--- config.mk ---
export PLATFORM = sky130hd
export DESIGN_NAME = block_allocation_table_engine_unit
export DESIGN_NICKNAME = d
export VERILOG_FILES = /design/src/rtl/bate_pkg.sv /design/src/rtl/bate_ram.sv /design/src/rtl/bate_ctrl.sv /design/src/rtl/block_allocation_table_engine_unit.sv
export SDC_FILE = /design/constraint.sdc
export NUM_CORES = 2
export LEC_CHECK = 0
export ABC_AREA = 0
export BUFFER_PORTS_ARGS = -buffer_cell sky130_fd_sc_hd__buf_4
export CELL_PAD_IN_SITES_DETAIL_PLACEMENT = 1
export CELL_PAD_IN_SITES_GLOBAL_PLACEMENT = 1
export CORE_MARGIN = 2
export CORE_UTILIZATION = 49
export DETAILED_ROUTE_END_ITERATION = 6
export MAX_ROUTING_LAYER = met4
export PLACE_DENSITY_LB_ADDON = 0.12
export SLEW_MARGIN = 0
export SYNTH_ARGS = -nofsm -noshare
export SYNTH_HDL_FRONTEND = slang
export SYNTH_SLANG_ARGS = --single-unit
--- constraint.sdc ---
create_clock -name clk -period 9.1 [get_ports clk]
set_input_delay 0.91 -clock clk [delete_from_list [all_inputs] [get_ports clk]]
set_output_delay 0.91 -clock clk [all_outputs]
set_load 0.05 [all_outputs]
--- src/rtl/bate_pkg.sv ---
// shared types, codes and constants for the block allocation table engine
package bate_pkg;

	// table geometry and marker values
	localparam int unsigned TABLE_ENTRIES_DEF = 256;
	localparam int unsigned LINK_W            = 16;
	localparam logic [15:0] FREE_MARK         = 16'hfffc;

	// configuration register map
	localparam int unsigned CFG_IDX_W         = 1;
	localparam int unsigned CFG_DATA_W        = 16;
	localparam int unsigned TLIMIT_W          = 9;
	localparam logic [CFG_IDX_W-1:0] CFG_TABLE_LIMIT = 1'd0;
	localparam logic [CFG_IDX_W-1:0] CFG_SCAN_LEN    = 1'd1;
	localparam logic [TLIMIT_W-1:0]  TABLE_LIMIT_RST = 9'd256;
	localparam logic [15:0]          SCAN_LEN_RST    = 16'd256;

	// request codes
	typedef enum logic [2:0] {
		OP_READ      = 3'd0,
		OP_WRITE     = 3'd1,
		OP_COUNT     = 3'd2,
		OP_FIND      = 3'd3,
		OP_CLR_DIRTY = 3'd4
	} req_op_t;

	// one request word
	typedef struct packed {
		req_op_t     op;
		logic [15:0] index;
		logic [15:0] value;
	} req_t;

	// one result word
	typedef struct packed {
		logic [15:0] read_value;
		logic [15:0] free_count;
		logic [15:0] found_block;
		logic        dirty;
	} res_t;

endpackage

--- src/rtl/bate_ram.sv ---
// generic single-port ram with registered read
module bate_ram #(
	parameter int unsigned WIDTH = 16,
	parameter int unsigned DEPTH = 256
) (
	input  logic                     clk,
	input  logic [$clog2(DEPTH)-1:0] addr,
	input  logic                     we,
	input  logic [WIDTH-1:0]         wdata,
	output logic [WIDTH-1:0]         rdata
);

	logic [WIDTH-1:0] mem_q [DEPTH];
	logic [WIDTH-1:0] rdata_q;

	// write and registered read on one port
	always_ff @(posedge clk) begin
		if (we) begin
			mem_q[addr] <= wdata;
		end
		rdata_q <= mem_q[addr];
	end

	assign rdata = rdata_q;

endmodule

--- src/rtl/bate_ctrl.sv ---
// sequencer: clearing pass, entry access and the shared free-entry scan unit
module bate_ctrl
	import bate_pkg::*;
#(
	parameter int unsigned TABLE_ENTRIES = TABLE_ENTRIES_DEF
) (
	input  logic                             clk,
	input  logic                             arst_n,
	input  logic                             start,
	input  req_t                             req,
	output logic                             ready,
	input  logic [15:0]                      lim,
	input  logic [15:0]                      scan_len,
	input  logic                             out_free,
	output logic                             res_vld,
	output res_t                             res,
	output logic [$clog2(TABLE_ENTRIES)-1:0] ram_addr,
	output logic                             ram_we,
	output logic [LINK_W-1:0]                ram_wdata,
	input  logic [LINK_W-1:0]                ram_rdata
);

	localparam int unsigned ADDR_W = $clog2(TABLE_ENTRIES);
	localparam int unsigned LIM_W  = $clog2(TABLE_ENTRIES + 1);
	localparam logic [ADDR_W-1:0] LAST_ADDR = ADDR_W'(TABLE_ENTRIES - 1);

	typedef enum logic [2:0] {
		S_CLEAR,
		S_IDLE,
		S_EXEC,
		S_RDATA,
		S_SCAN,
		S_DONE
	} state_t;

	state_t            state_q;
	req_op_t           op_q;
	logic [15:0]       idx_q;
	logic [15:0]       val_q;
	logic [ADDR_W-1:0] addr_q;
	logic [LIM_W-1:0]  left_q;
	logic              pend_s1;
	logic [ADDR_W-1:0] pidx_s1;
	logic [15:0]       rd_q;
	logic [15:0]       cnt_q;
	logic [15:0]       found_q;
	logic              dirty_q;

	logic              in_range;
	logic              nb_below;
	logic [15:0]       scan_n;
	logic [15:0]       extra;
	logic [15:0]       nb_m1;
	logic              hit;

	// limits of the scan: blocks past the table limit are free by definition
	assign in_range = idx_q < lim;
	assign nb_below = scan_len <= lim;
	assign scan_n   = nb_below ? scan_len : lim;
	assign extra    = scan_len - scan_n;
	assign nb_m1    = scan_len - 16'd1;
	assign hit      = pend_s1 && (ram_rdata == FREE_MARK);

	// memory port steering
	always_comb begin
		ram_we    = 1'b0;
		ram_addr  = addr_q;
		ram_wdata = val_q;
		unique case (state_q)
			S_CLEAR: begin
				ram_we    = 1'b1;
				ram_wdata = FREE_MARK;
			end
			S_EXEC: begin
				ram_addr = idx_q[ADDR_W-1:0];
				ram_we   = (op_q == OP_WRITE) && in_range;
			end
			default: begin
				ram_addr = addr_q;
			end
		endcase
	end

	// state and registered outputs
	always_ff @(posedge clk or negedge arst_n) begin
		if (!arst_n) begin
			state_q <= S_CLEAR;
			addr_q  <= '0;
			left_q  <= '0;
			pend_s1 <= 1'b0;
			dirty_q <= 1'b0;
		end else begin
			unique case (state_q)
				S_CLEAR: begin
					addr_q <= addr_q + 1'b1;
					if (addr_q == LAST_ADDR) begin
						state_q <= S_IDLE;
					end
				end
				S_IDLE: begin
					if (start) begin
						op_q    <= req.op;
						idx_q   <= req.index;
						val_q   <= req.value;
						rd_q    <= '0;
						cnt_q   <= '0;
						found_q <= '0;
						state_q <= S_EXEC;
					end
				end
				S_EXEC: begin
					pend_s1 <= 1'b0;
					unique case (op_q)
						OP_READ: begin
							if (in_range) begin
								state_q <= S_RDATA;
							end else begin
								rd_q    <= FREE_MARK;
								state_q <= S_DONE;
							end
						end
						OP_WRITE: begin
							if (in_range) begin
								dirty_q <= 1'b1;
							end
							state_q <= S_DONE;
						end
						OP_COUNT: begin
							cnt_q   <= extra;
							left_q  <= LIM_W'(scan_n);
							addr_q  <= '0;
							state_q <= S_SCAN;
						end
						OP_FIND: begin
							if (scan_len == 16'd0) begin
								found_q <= FREE_MARK;
								state_q <= S_DONE;
							end else if (!nb_below) begin
								found_q <= nb_m1;
								state_q <= S_DONE;
							end else begin
								left_q  <= LIM_W'(scan_len);
								addr_q  <= nb_m1[ADDR_W-1:0];
								state_q <= S_SCAN;
							end
						end
						OP_CLR_DIRTY: begin
							dirty_q <= 1'b0;
							state_q <= S_DONE;
						end
						default: begin
							state_q <= S_DONE;
						end
					endcase
				end
				S_RDATA: begin
					rd_q    <= ram_rdata;
					state_q <= S_DONE;
				end
				S_SCAN: begin
					// issue one read a cycle, check the word read last cycle
					if (left_q != '0) begin
						left_q  <= left_q - 1'b1;
						addr_q  <= (op_q == OP_FIND) ? addr_q - 1'b1 : addr_q + 1'b1;
						pend_s1 <= 1'b1;
						pidx_s1 <= addr_q;
					end else begin
						pend_s1 <= 1'b0;
					end
					priority if (hit && (op_q == OP_FIND)) begin
						found_q <= 16'(pidx_s1);
						state_q <= S_DONE;
					end else if (hit) begin
						cnt_q <= cnt_q + 16'd1;
					end else if ((left_q == '0) && !pend_s1) begin
						if (op_q == OP_FIND) begin
							found_q <= FREE_MARK;
						end
						state_q <= S_DONE;
					end
				end
				S_DONE: begin
					if (out_free) begin
						state_q <= S_IDLE;
					end
				end
				default: begin
					state_q <= S_IDLE;
				end
			endcase
		end
	end

	// result hand-off
	assign ready   = (state_q == S_IDLE);
	assign res_vld = (state_q == S_DONE) && out_free;
	assign res     = '{read_value: rd_q, free_count: cnt_q, found_block: found_q,
		dirty: dirty_q};

endmodule

--- src/rtl/block_allocation_table_engine_unit.sv ---
// Block allocation table engine: a table of 16-bit chain links (0xfffc = free
// block) with read, write (sets the dirty mark when in range), count-free,
// find-highest-free and clear-dirty requests, one result word per request. After
// reset the table is swept to the free marker, one entry per cycle; s_tready
// stays low until the sweep ends (configuration writes are taken at any time).
// A count walks min(scan length, limit) entries and a find up to that many, since
// both walk the single memory port one entry per cycle; one request is in work
// at a time and the next is taken once the result sits in the output register.
module block_allocation_table_engine_unit
	import bate_pkg::*;
#(
	parameter int unsigned TABLE_ENTRIES = TABLE_ENTRIES_DEF
) (
	input  logic                  clk,
	input  logic                  arst_n,
	// request words
	input  logic                  s_tvalid,
	output logic                  s_tready,
	input  logic [31:0]           s_tdata,  // index[15:0], value[31:16]
	input  logic [2:0]            s_tuser,  // req_type[2:0]
	// result words
	output logic                  m_tvalid,
	input  logic                  m_tready,
	output logic [55:0]           m_tdata,  // read_value, free_count, found_block, dirty, pad
	// configuration writes
	input  logic                  cfg_valid,
	output logic                  cfg_ready,
	input  logic [CFG_IDX_W-1:0]  cfg_index,
	input  logic [CFG_DATA_W-1:0] cfg_data
);

	localparam int unsigned ADDR_W = $clog2(TABLE_ENTRIES);

	logic [TLIMIT_W-1:0] table_limit_q;
	logic [15:0]         scan_len_q;
	logic [15:0]         lim;
	logic [15:0]         tl_ext;
	req_t                req;
	res_t                res;
	logic                res_vld;
	logic                out_free;
	logic                m_tvalid_q;
	logic [55:0]         m_tdata_q;
	logic [ADDR_W-1:0]   ram_addr;
	logic                ram_we;
	logic [LINK_W-1:0]   ram_wdata;
	logic [LINK_W-1:0]   ram_rdata;

	// configuration registers
	assign cfg_ready = 1'b1;
	always_ff @(posedge clk or negedge arst_n) begin
		if (!arst_n) begin
			table_limit_q <= TABLE_LIMIT_RST;
			scan_len_q    <= SCAN_LEN_RST;
		end else if (cfg_valid) begin
			if (cfg_index == CFG_TABLE_LIMIT) begin
				table_limit_q <= cfg_data[TLIMIT_W-1:0];
			end
			if (cfg_index == CFG_SCAN_LEN) begin
				scan_len_q <= cfg_data;
			end
		end
	end

	// effective limit is capped at the table depth
	assign tl_ext = 16'(table_limit_q);
	assign lim    = (tl_ext > 16'(TABLE_ENTRIES)) ? 16'(TABLE_ENTRIES) : tl_ext;

	// request unpacking
	assign req = '{op: req_op_t'(s_tuser), index: s_tdata[15:0], value: s_tdata[31:16]};

	bate_ctrl #(
		.TABLE_ENTRIES(TABLE_ENTRIES)
	) u_ctrl (
		.clk        (clk),
		.arst_n     (arst_n),
		.start      (s_tvalid && s_tready),
		.req        (req),
		.ready      (s_tready),
		.lim        (lim),
		.scan_len   (scan_len_q),
		.out_free   (out_free),
		.res_vld    (res_vld),
		.res        (res),
		.ram_addr   (ram_addr),
		.ram_we     (ram_we),
		.ram_wdata  (ram_wdata),
		.ram_rdata  (ram_rdata)
	);

	bate_ram #(
		.WIDTH(LINK_W),
		.DEPTH(TABLE_ENTRIES)
	) u_ram (
		.clk   (clk),
		.addr  (ram_addr),
		.we    (ram_we),
		.wdata (ram_wdata),
		.rdata (ram_rdata)
	);

	// output register
	assign out_free = !m_tvalid_q || m_tready;
	always_ff @(posedge clk or negedge arst_n) begin
		if (!arst_n) begin
			m_tvalid_q <= 1'b0;
		end else if (res_vld) begin
			m_tvalid_q <= 1'b1;
		end else if (m_tready) begin
			m_tvalid_q <= 1'b0;
		end
	end

	always_ff @(posedge clk) begin
		if (res_vld) begin
			m_tdata_q <= {7'd0, res.dirty, res.found_block, res.free_count, res.read_value};
		end
	end

	assign m_tvalid = m_tvalid_q;
	assign m_tdata  = m_tdata_q;

endmodule

# After elaboration in Yosys (flattened, before gate mapping)
# Memories as Yosys holds them, arrays and structs flattened. A register that Yosys moved wholly into a read port is not among the register bits.
# Cells that the tools add are included.
[op_classes] n_eq_ne=29 n_lt_le_gt_ge=3 mul=0 div=0 addsub=6 muxes=51 n_reduce_logical=31 shift=0 bitwise_logic=1
[op_table] op="$mux 16" n=15
[op_table] op="$pmux 16 s3" n=3
[op_table] op="$mux 8" n=5
[op_table] op="$mux 9" n=4
[op_table] op="$pmux 9 s2" n=2
[op_table] op="$mux 3" n=8
[op_table] op="$pmux 8 s3" n=1
[op_table] op="$reduce_and 5->1" n=4
[op_table] op="$pmux 3 s6" n=1
[op_table] op="$add 16x1->16 const B" n=1
[op_table] op="$eq 16x16->1 const B" n=1
[op_table] op="$le 16x9->1" n=1
[op_table] op="$logic_not 16->1" n=1
[op_table] op="$lt 16x9->1" n=1
[op_table] op="$pmux 8 s2" n=1
[op_table] op="$sub 16x1->16 const B" n=1
[op_table] op="$sub 16x16->16" n=1
[op_table] op="$ne 2x1->1 const B" n=7
[op_table] op="$eq 3x2->1 const B" n=4
[op_table] op="$eq 3x3->1 const B" n=3
[op_table] op="$gt 9x9->1 const B" n=1
[op_table] op="$logic_not 9->1" n=1
[op_table] op="$ne 3x3->1 const B" n=3
[op_table] op="$pmux 3 s3" n=1
[op_table] op="other kinds (22)" n=50
[totals] n_memories=1 mem_bits_ro=0 ramBits=4096 elab_cells=138 latch_bits=0 ff_bits=188 inputBits=57
[mem_list] name="u_ram.mem_q" depth=256 width=16 rd=1 rd_clocked_by_memory_dff=1 wr=1 line="bate_ram.sv:13" source="logic [WIDTH-1:0] mem_q [DEPTH];"

# Longest topological paths before layout
[depth] word_depth=7 mapped_depth=22

# Modules after synthesis
# From an unflattened synthesis, not the netlist that was laid out.
[unflattened] hier_cells=7698 hier_area_um2=165902.9
[modules_own_cells] mod="bate_ram" area_per_inst_um2=155399.0 instances=1 cells_per_inst=6727
[modules_own_cells] mod="bate_ctrl" area_per_inst_um2=7842.5 instances=1 cells_per_inst=845
[modules_own_cells] mod="block_allocation_table_engine_unit" area_per_inst_um2=2661.3 instances=1 cells_per_inst=126

# Worst setup path after synthesis
# Ideal clock, no wire load.
[synth_timing] path_kind="register to register" from="reg u_ctrl.state_q[0]" to="mem u_ram.mem_q[0][0] (data pin)" required_ns=7.637 slack_ns=0.536 n_path_buf=1 setup_ns=1.463 path_stages_with_launch=5 synth_period_minus_slack_ns=8.564 t_arrival_ns=7.102 cell_sequence="dfrtp_1 -> or2_1 -> clkbuf_1 -> nor2_1 -> nor2b_1"
[synth_via] elab_chain_cells=2
[synth_lines] element="from (decl)" line="bate_ctrl.sv:36" source="state_t state_q;"
[synth_lines] element="from (signal assigned)" line="bate_ctrl.sv:87" source="state_q <= S_CLEAR;"
[synth_lines] element="from (signal assigned)" line="bate_ctrl.sv:97" source="state_q <= S_IDLE;"
[synth_lines] element="from (signal assigned)" line="bate_ctrl.sv:108" source="state_q <= S_EXEC;"
[synth_lines] element="$logic_not 3->1" line="bate_ctrl.sv:69" source="unique case (state_q)"
[synth_lines] element="$mux 16" line="bate_ctrl.sv:69"
[synth_lines] element="net ram_wdata[0]" line="block_allocation_table_engine_unit.sv:46" source="logic [LINK_W-1:0] ram_wdata;"
[synth_lines] element="to (decl)" line="bate_ram.sv:13"
# The timed path passes the listed nets, and every way through them passes these cells.

# Worst setup path after layout
[layout_timing] from="reg u_ctrl.state_q[0]" to="reg u_ram.rdata_q[3] (netlist: u_ram.rdata[3]) (read register of u_ram.mem_q)"
[layout_via] elab_chain_cells=2
[layout_lines] element="$eq 3x2->1" line="bate_ctrl.sv:69"
[layout_lines] element="$mux 8" line="bate_ctrl.sv:69"
[layout_lines] element="to (decl)" line="bate_ram.sv:14" source="logic [WIDTH-1:0] rdata_q;"
# Every way passes these cells.
# A chain may end at the register's enable or synchronous reset.

==> summary.txt <==
Run
  – Max-Cap Viols: 8

Route
  – Avg WL per Cell: 38.0 um
  – Routed vias: 103,281
  – Iter 0 DRT Violations: 15,162
  – Vias per inst: 6.59
  – DRT Pass-1 Iters: 7
  – DRT Wirelength: 595,000 um
  – Drt drc: 12
  – Post-route ant nets: 0

Clock tree
  – H-tree levels: 5
  – Later-pin clock latency in the skew report: 1.01 ns
  – CTS tree: built
  – CTS buffer count: 446
  – Clk slew on worst S/H paths: 0.06 ns
  – Post_cts resized: 0
  – Clk sinks: 4,300
  – Clock tree buffer depth: 4
  – Root Driver: clkbuf_16
  – Setup Buffers After CTS: 0

Timing
  – Setup ws final: 1.76 ns
  – Pins Over Slew Limit: 32
  – RSZ-0062 raised after global routing: no
  – Final period util: 0.807
  – Worst Skew: 0.0498 ns
  – Setup TNS: 0 ns
  – Worst slew pin tran: 1.62 ns
  – Max_slew headroom: -0.0903
  – Max Fclk: 0.136 GHz
  – Final Setup Violations: 0
  – Hold Fails Final Rpt: 0
  – Fin Hold WS: 0.103 ns
  – Fin crit period: 7.34 ns

Setup path
  – CP dominant cell by count: o22ai_1
  – CP max FO: 106
  – Reg2reg start: u_ctrl.state_q[0]$_DFFE_PN0P_
  – Worst reg2reg setup slack: 1.76 ns
  – CP Capture Type: flop
  – Crit-path max cell delay: 1.15 ns
  – Critical-path cell list: or3b_2 > a2bb2oi_4 > buf_4 > buf_12 > mux2i_1 > o22ai_1 > nor4_1 > o22ai_1 > o21ai_0 > nand2_1 > nand4b_1
  – Crit path DAT: 8.20 ns
  – RR Endpoint: u_ram.rdata[3]$_DFF_P_
  – Worst r2r path cells: 11
  – Critical path's top delay family: compound AO/OA/AOI/OAI gates
  – CP startpoint kind: flop
  – Worst Path Required: 9.96 ns
  – Bufs and invs on worst path: 2
  – Critical path's slowest cell: o21ai_0
  – Worst Setup Path Type: reg2reg

Power and ir drop
  – Peak VDD IR: 0.000275 V
  – Leak: 66.5 nW
  – Overall Power: 63.5 mW
  – Power per Cell Area: 330 mW/mm^2

Floorplanning
  – Die ar.: 0.348 sq mm
  – I/O Pins: 116
  – Initial Util: 0.491
  – Die X-Extent: 590 um
  – CORE AREA: 0.342 sq mm
  – Row count: 215
  – Die height: 590 um

Place
  – DP Wirelength: 353,000 um
  – Dpl ws: 2.14 ns
  – Count of input and output buffers: 107
  – Area after DPL: 0.178 sq mm
  – GP Congestion: 0.908
  – Placed Instances: 14,806

GRT
  – Global-route wire length before repair: 822,000 um
  – Vias in the first global route: 102,892
  – Antenna violations before repair: 47
  – Grt total ovfl: 0
  – Pin count of the biggest net entering global routing: 162
  – Global-route usage over all layers: 0.347

Synthesis
  – Seq/Total Area, Yosys: 0.766
  – Synth warn: 0
  – Yosys cell types: 88
  – Mapped cell area: 0.168 sq mm
  – Most used DFF post-synth: edfxtp_1
  – Post-synth EDFFs: 4,236
  – Flops & latches, synth: 4,300
  – Async SR Flop Fraction: 0.0112
  – Syn Area/Cell: 16.4 sq um
  – Syn Inst Count: 10,272

Status
  – Failing checks: design-rule violations, max-capacitance violations, max-slew violations
  – Status: finished, violations left

Worst hold path
  – Hold depth: 1
  – Worst min-delay path startpoint: s_tdata[2]
  – HP Class: in2reg
  – Hold Path End: u_ctrl.idx_q[2]$_DFFE_PP_

Layout
  – Final nets: 10,793
  – Design Area, Final: 0.193 sq mm
  – Area delta synth->final: 14.6%
  – Post-layout util: 0.563
  – Finished Layout Cells: 15,665
  – Share of post-route cells with drive strength above 1: 0.153
## cell usage after synthesis (30+ instances only)
master	count	share of area
mux2_2	56	0.0038
buf_4	102	0.0046
or4_1	36	0.0016
buf_1	65	0.0015
a31oi_1	32	0.0012
a221oi_1	38	0.0020
a21oi_1	436	0.013
edfxtp_1	4236	0.76
ha_1	33	0.0025
nor3_1	195	0.0058
o21ai_0	206	0.0061
clkbuf_1	280	0.0063
nand2_1	1114	0.025
o22ai_1	711	0.026
nor4_1	312	0.012
mux2i_1	1408	0.084
a22oi_1	45	0.0020
nand3_1	146	0.0043
buf_2	179	0.0053
a211oi_1	30	0.0013
nor2_1	90	0.0020
dfrtp_1	46	0.0069
## flip-flops by register name, summed over array words and instances (netlist names), 9 cells and up
name,count
u_ctrl.left_q,9
m_tdata,49
u_ctrl.rd_q,16
u_ctrl.val_q,16
u_ctrl.found_q,16
u_ctrl.cnt_q,16
table_limit_q,9
u_ram.mem_q,4096
scan_len_q,16
u_ctrl.idx_q,16
u_ram.rdata,16
## placed cells by master (no fill, tap or decap), types with 29 or more instances in the layout
| cell | count |
|---|---|
| edfxtp_1 | 4236 |
| mux2i_1 | 1399 |
| nand2_1 | 1091 |
| o22ai_1 | 711 |
| buf_4 | 569 |
| clkbuf_16 | 450 |
| a21oi_1 | 436 |
| o21ai_0 | 202 |
| nor4_1 | 191 |
| nand3_1 | 146 |
| nor3_2 | 131 |
| nor4_2 | 121 |
| clkinv_1 | 109 |
| clkbuf_1 | 103 |
| nor2_1 | 80 |
| clkinv_2 | 75 |
| mux2_2 | 49 |
| buf_12 | 47 |
| dfrtp_1 | 46 |
| a22oi_1 | 45 |
| bufinv_16 | 42 |
| a221oi_1 | 38 |
| or4_1 | 36 |
| nor3_1 | 35 |
| diode_2 | 34 |
| ha_1 | 33 |
| a31oi_1 | 32 |
| nor3_4 | 29 |
## cell families (layout without fill, tap and decap cells)
| family | after synthesis | in the layout | share of synthesized area |
|---|---|---|---|
| AO/OA/AOI/OAI | 1708 | 1708 | 0.0630 |
| XOR/XNOR | 40 | 40 | 0.00209 |
| buffers and inverters | 686 | 1482 | 0.0205 |
| flip-flops | 4300 | 4300 | 0.766 |
| other | 2 | 42 | 0.0000447 |
| adder cells (fa/ha/maj) | 34 | 34 | 0.00258 |
| multiplexers | 1483 | 1483 | 0.0901 |
| AND/OR/NAND/NOR | 2019 | 2019 | 0.0553 |
## timing repair
| action | 4_1_cts | 5_1_grt |
|---|---|---|
| hold endpoints to repair | 28 | 0 |
| hold buffers | 1 | 0 |
| setup endpoints to repair | 0 | 0 |
## power breakdown
part | leakage [nW] | switching (mW) | internal [mW]
combinational | 20.9 | 15.8 | 5.60
sequential | 38.7 | 0.374 | 23.6
clock | 6.94 | 7.82 | 10.3
total | 66.5 | 24.0 | 39.5
## how the worst max path moves through the flow
stage,startpoint,endpoint,cells past startpoint
detailed placement,u_ctrl.state_q[0]$_DFFE_PN0P_,u_ram.rdata[11]$_DFF_P_,11
CTS,u_ctrl.state_q[0]$_DFFE_PN0P_,u_ram.rdata[11]$_DFF_P_,11
finish,u_ctrl.state_q[0]$_DFFE_PN0P_,u_ram.rdata[3]$_DFF_P_,11
global route,u_ctrl.state_q[0]$_DFFE_PN0P_,u_ram.rdata[10]$_DFF_P_,11
floorplan,u_ctrl.state_q[0]$_DFFE_PN0P_,u_ram.mem_q[0][0]$_DFFE_PP_,4
global placement,u_ctrl.state_q[0]$_DFFE_PN0P_,u_ram.rdata[9]$_DFF_P_,11
## routing by layer
metal  track usage  vias to the layer above  part of all wire
li1              -                    41595                 -
met1         0.470                    54665              0.40
met2         0.520                     5941              0.46
met3        0.0632                     1080              0.10
met4         0.147                        0             0.046
met5             -                        -                 0
## area by class of cell
class,count,area (sq um)
inverter,26,97.6
sequential,4300,129000
tap,4557,5700
antenna,34,85.1
clock inverter,259,2450
timing repair buffer,636,5580
multi-input combinational,5292,38100
clock buffer,561,11800
fill,30859,150000
(Power assumes the default switching activity.)
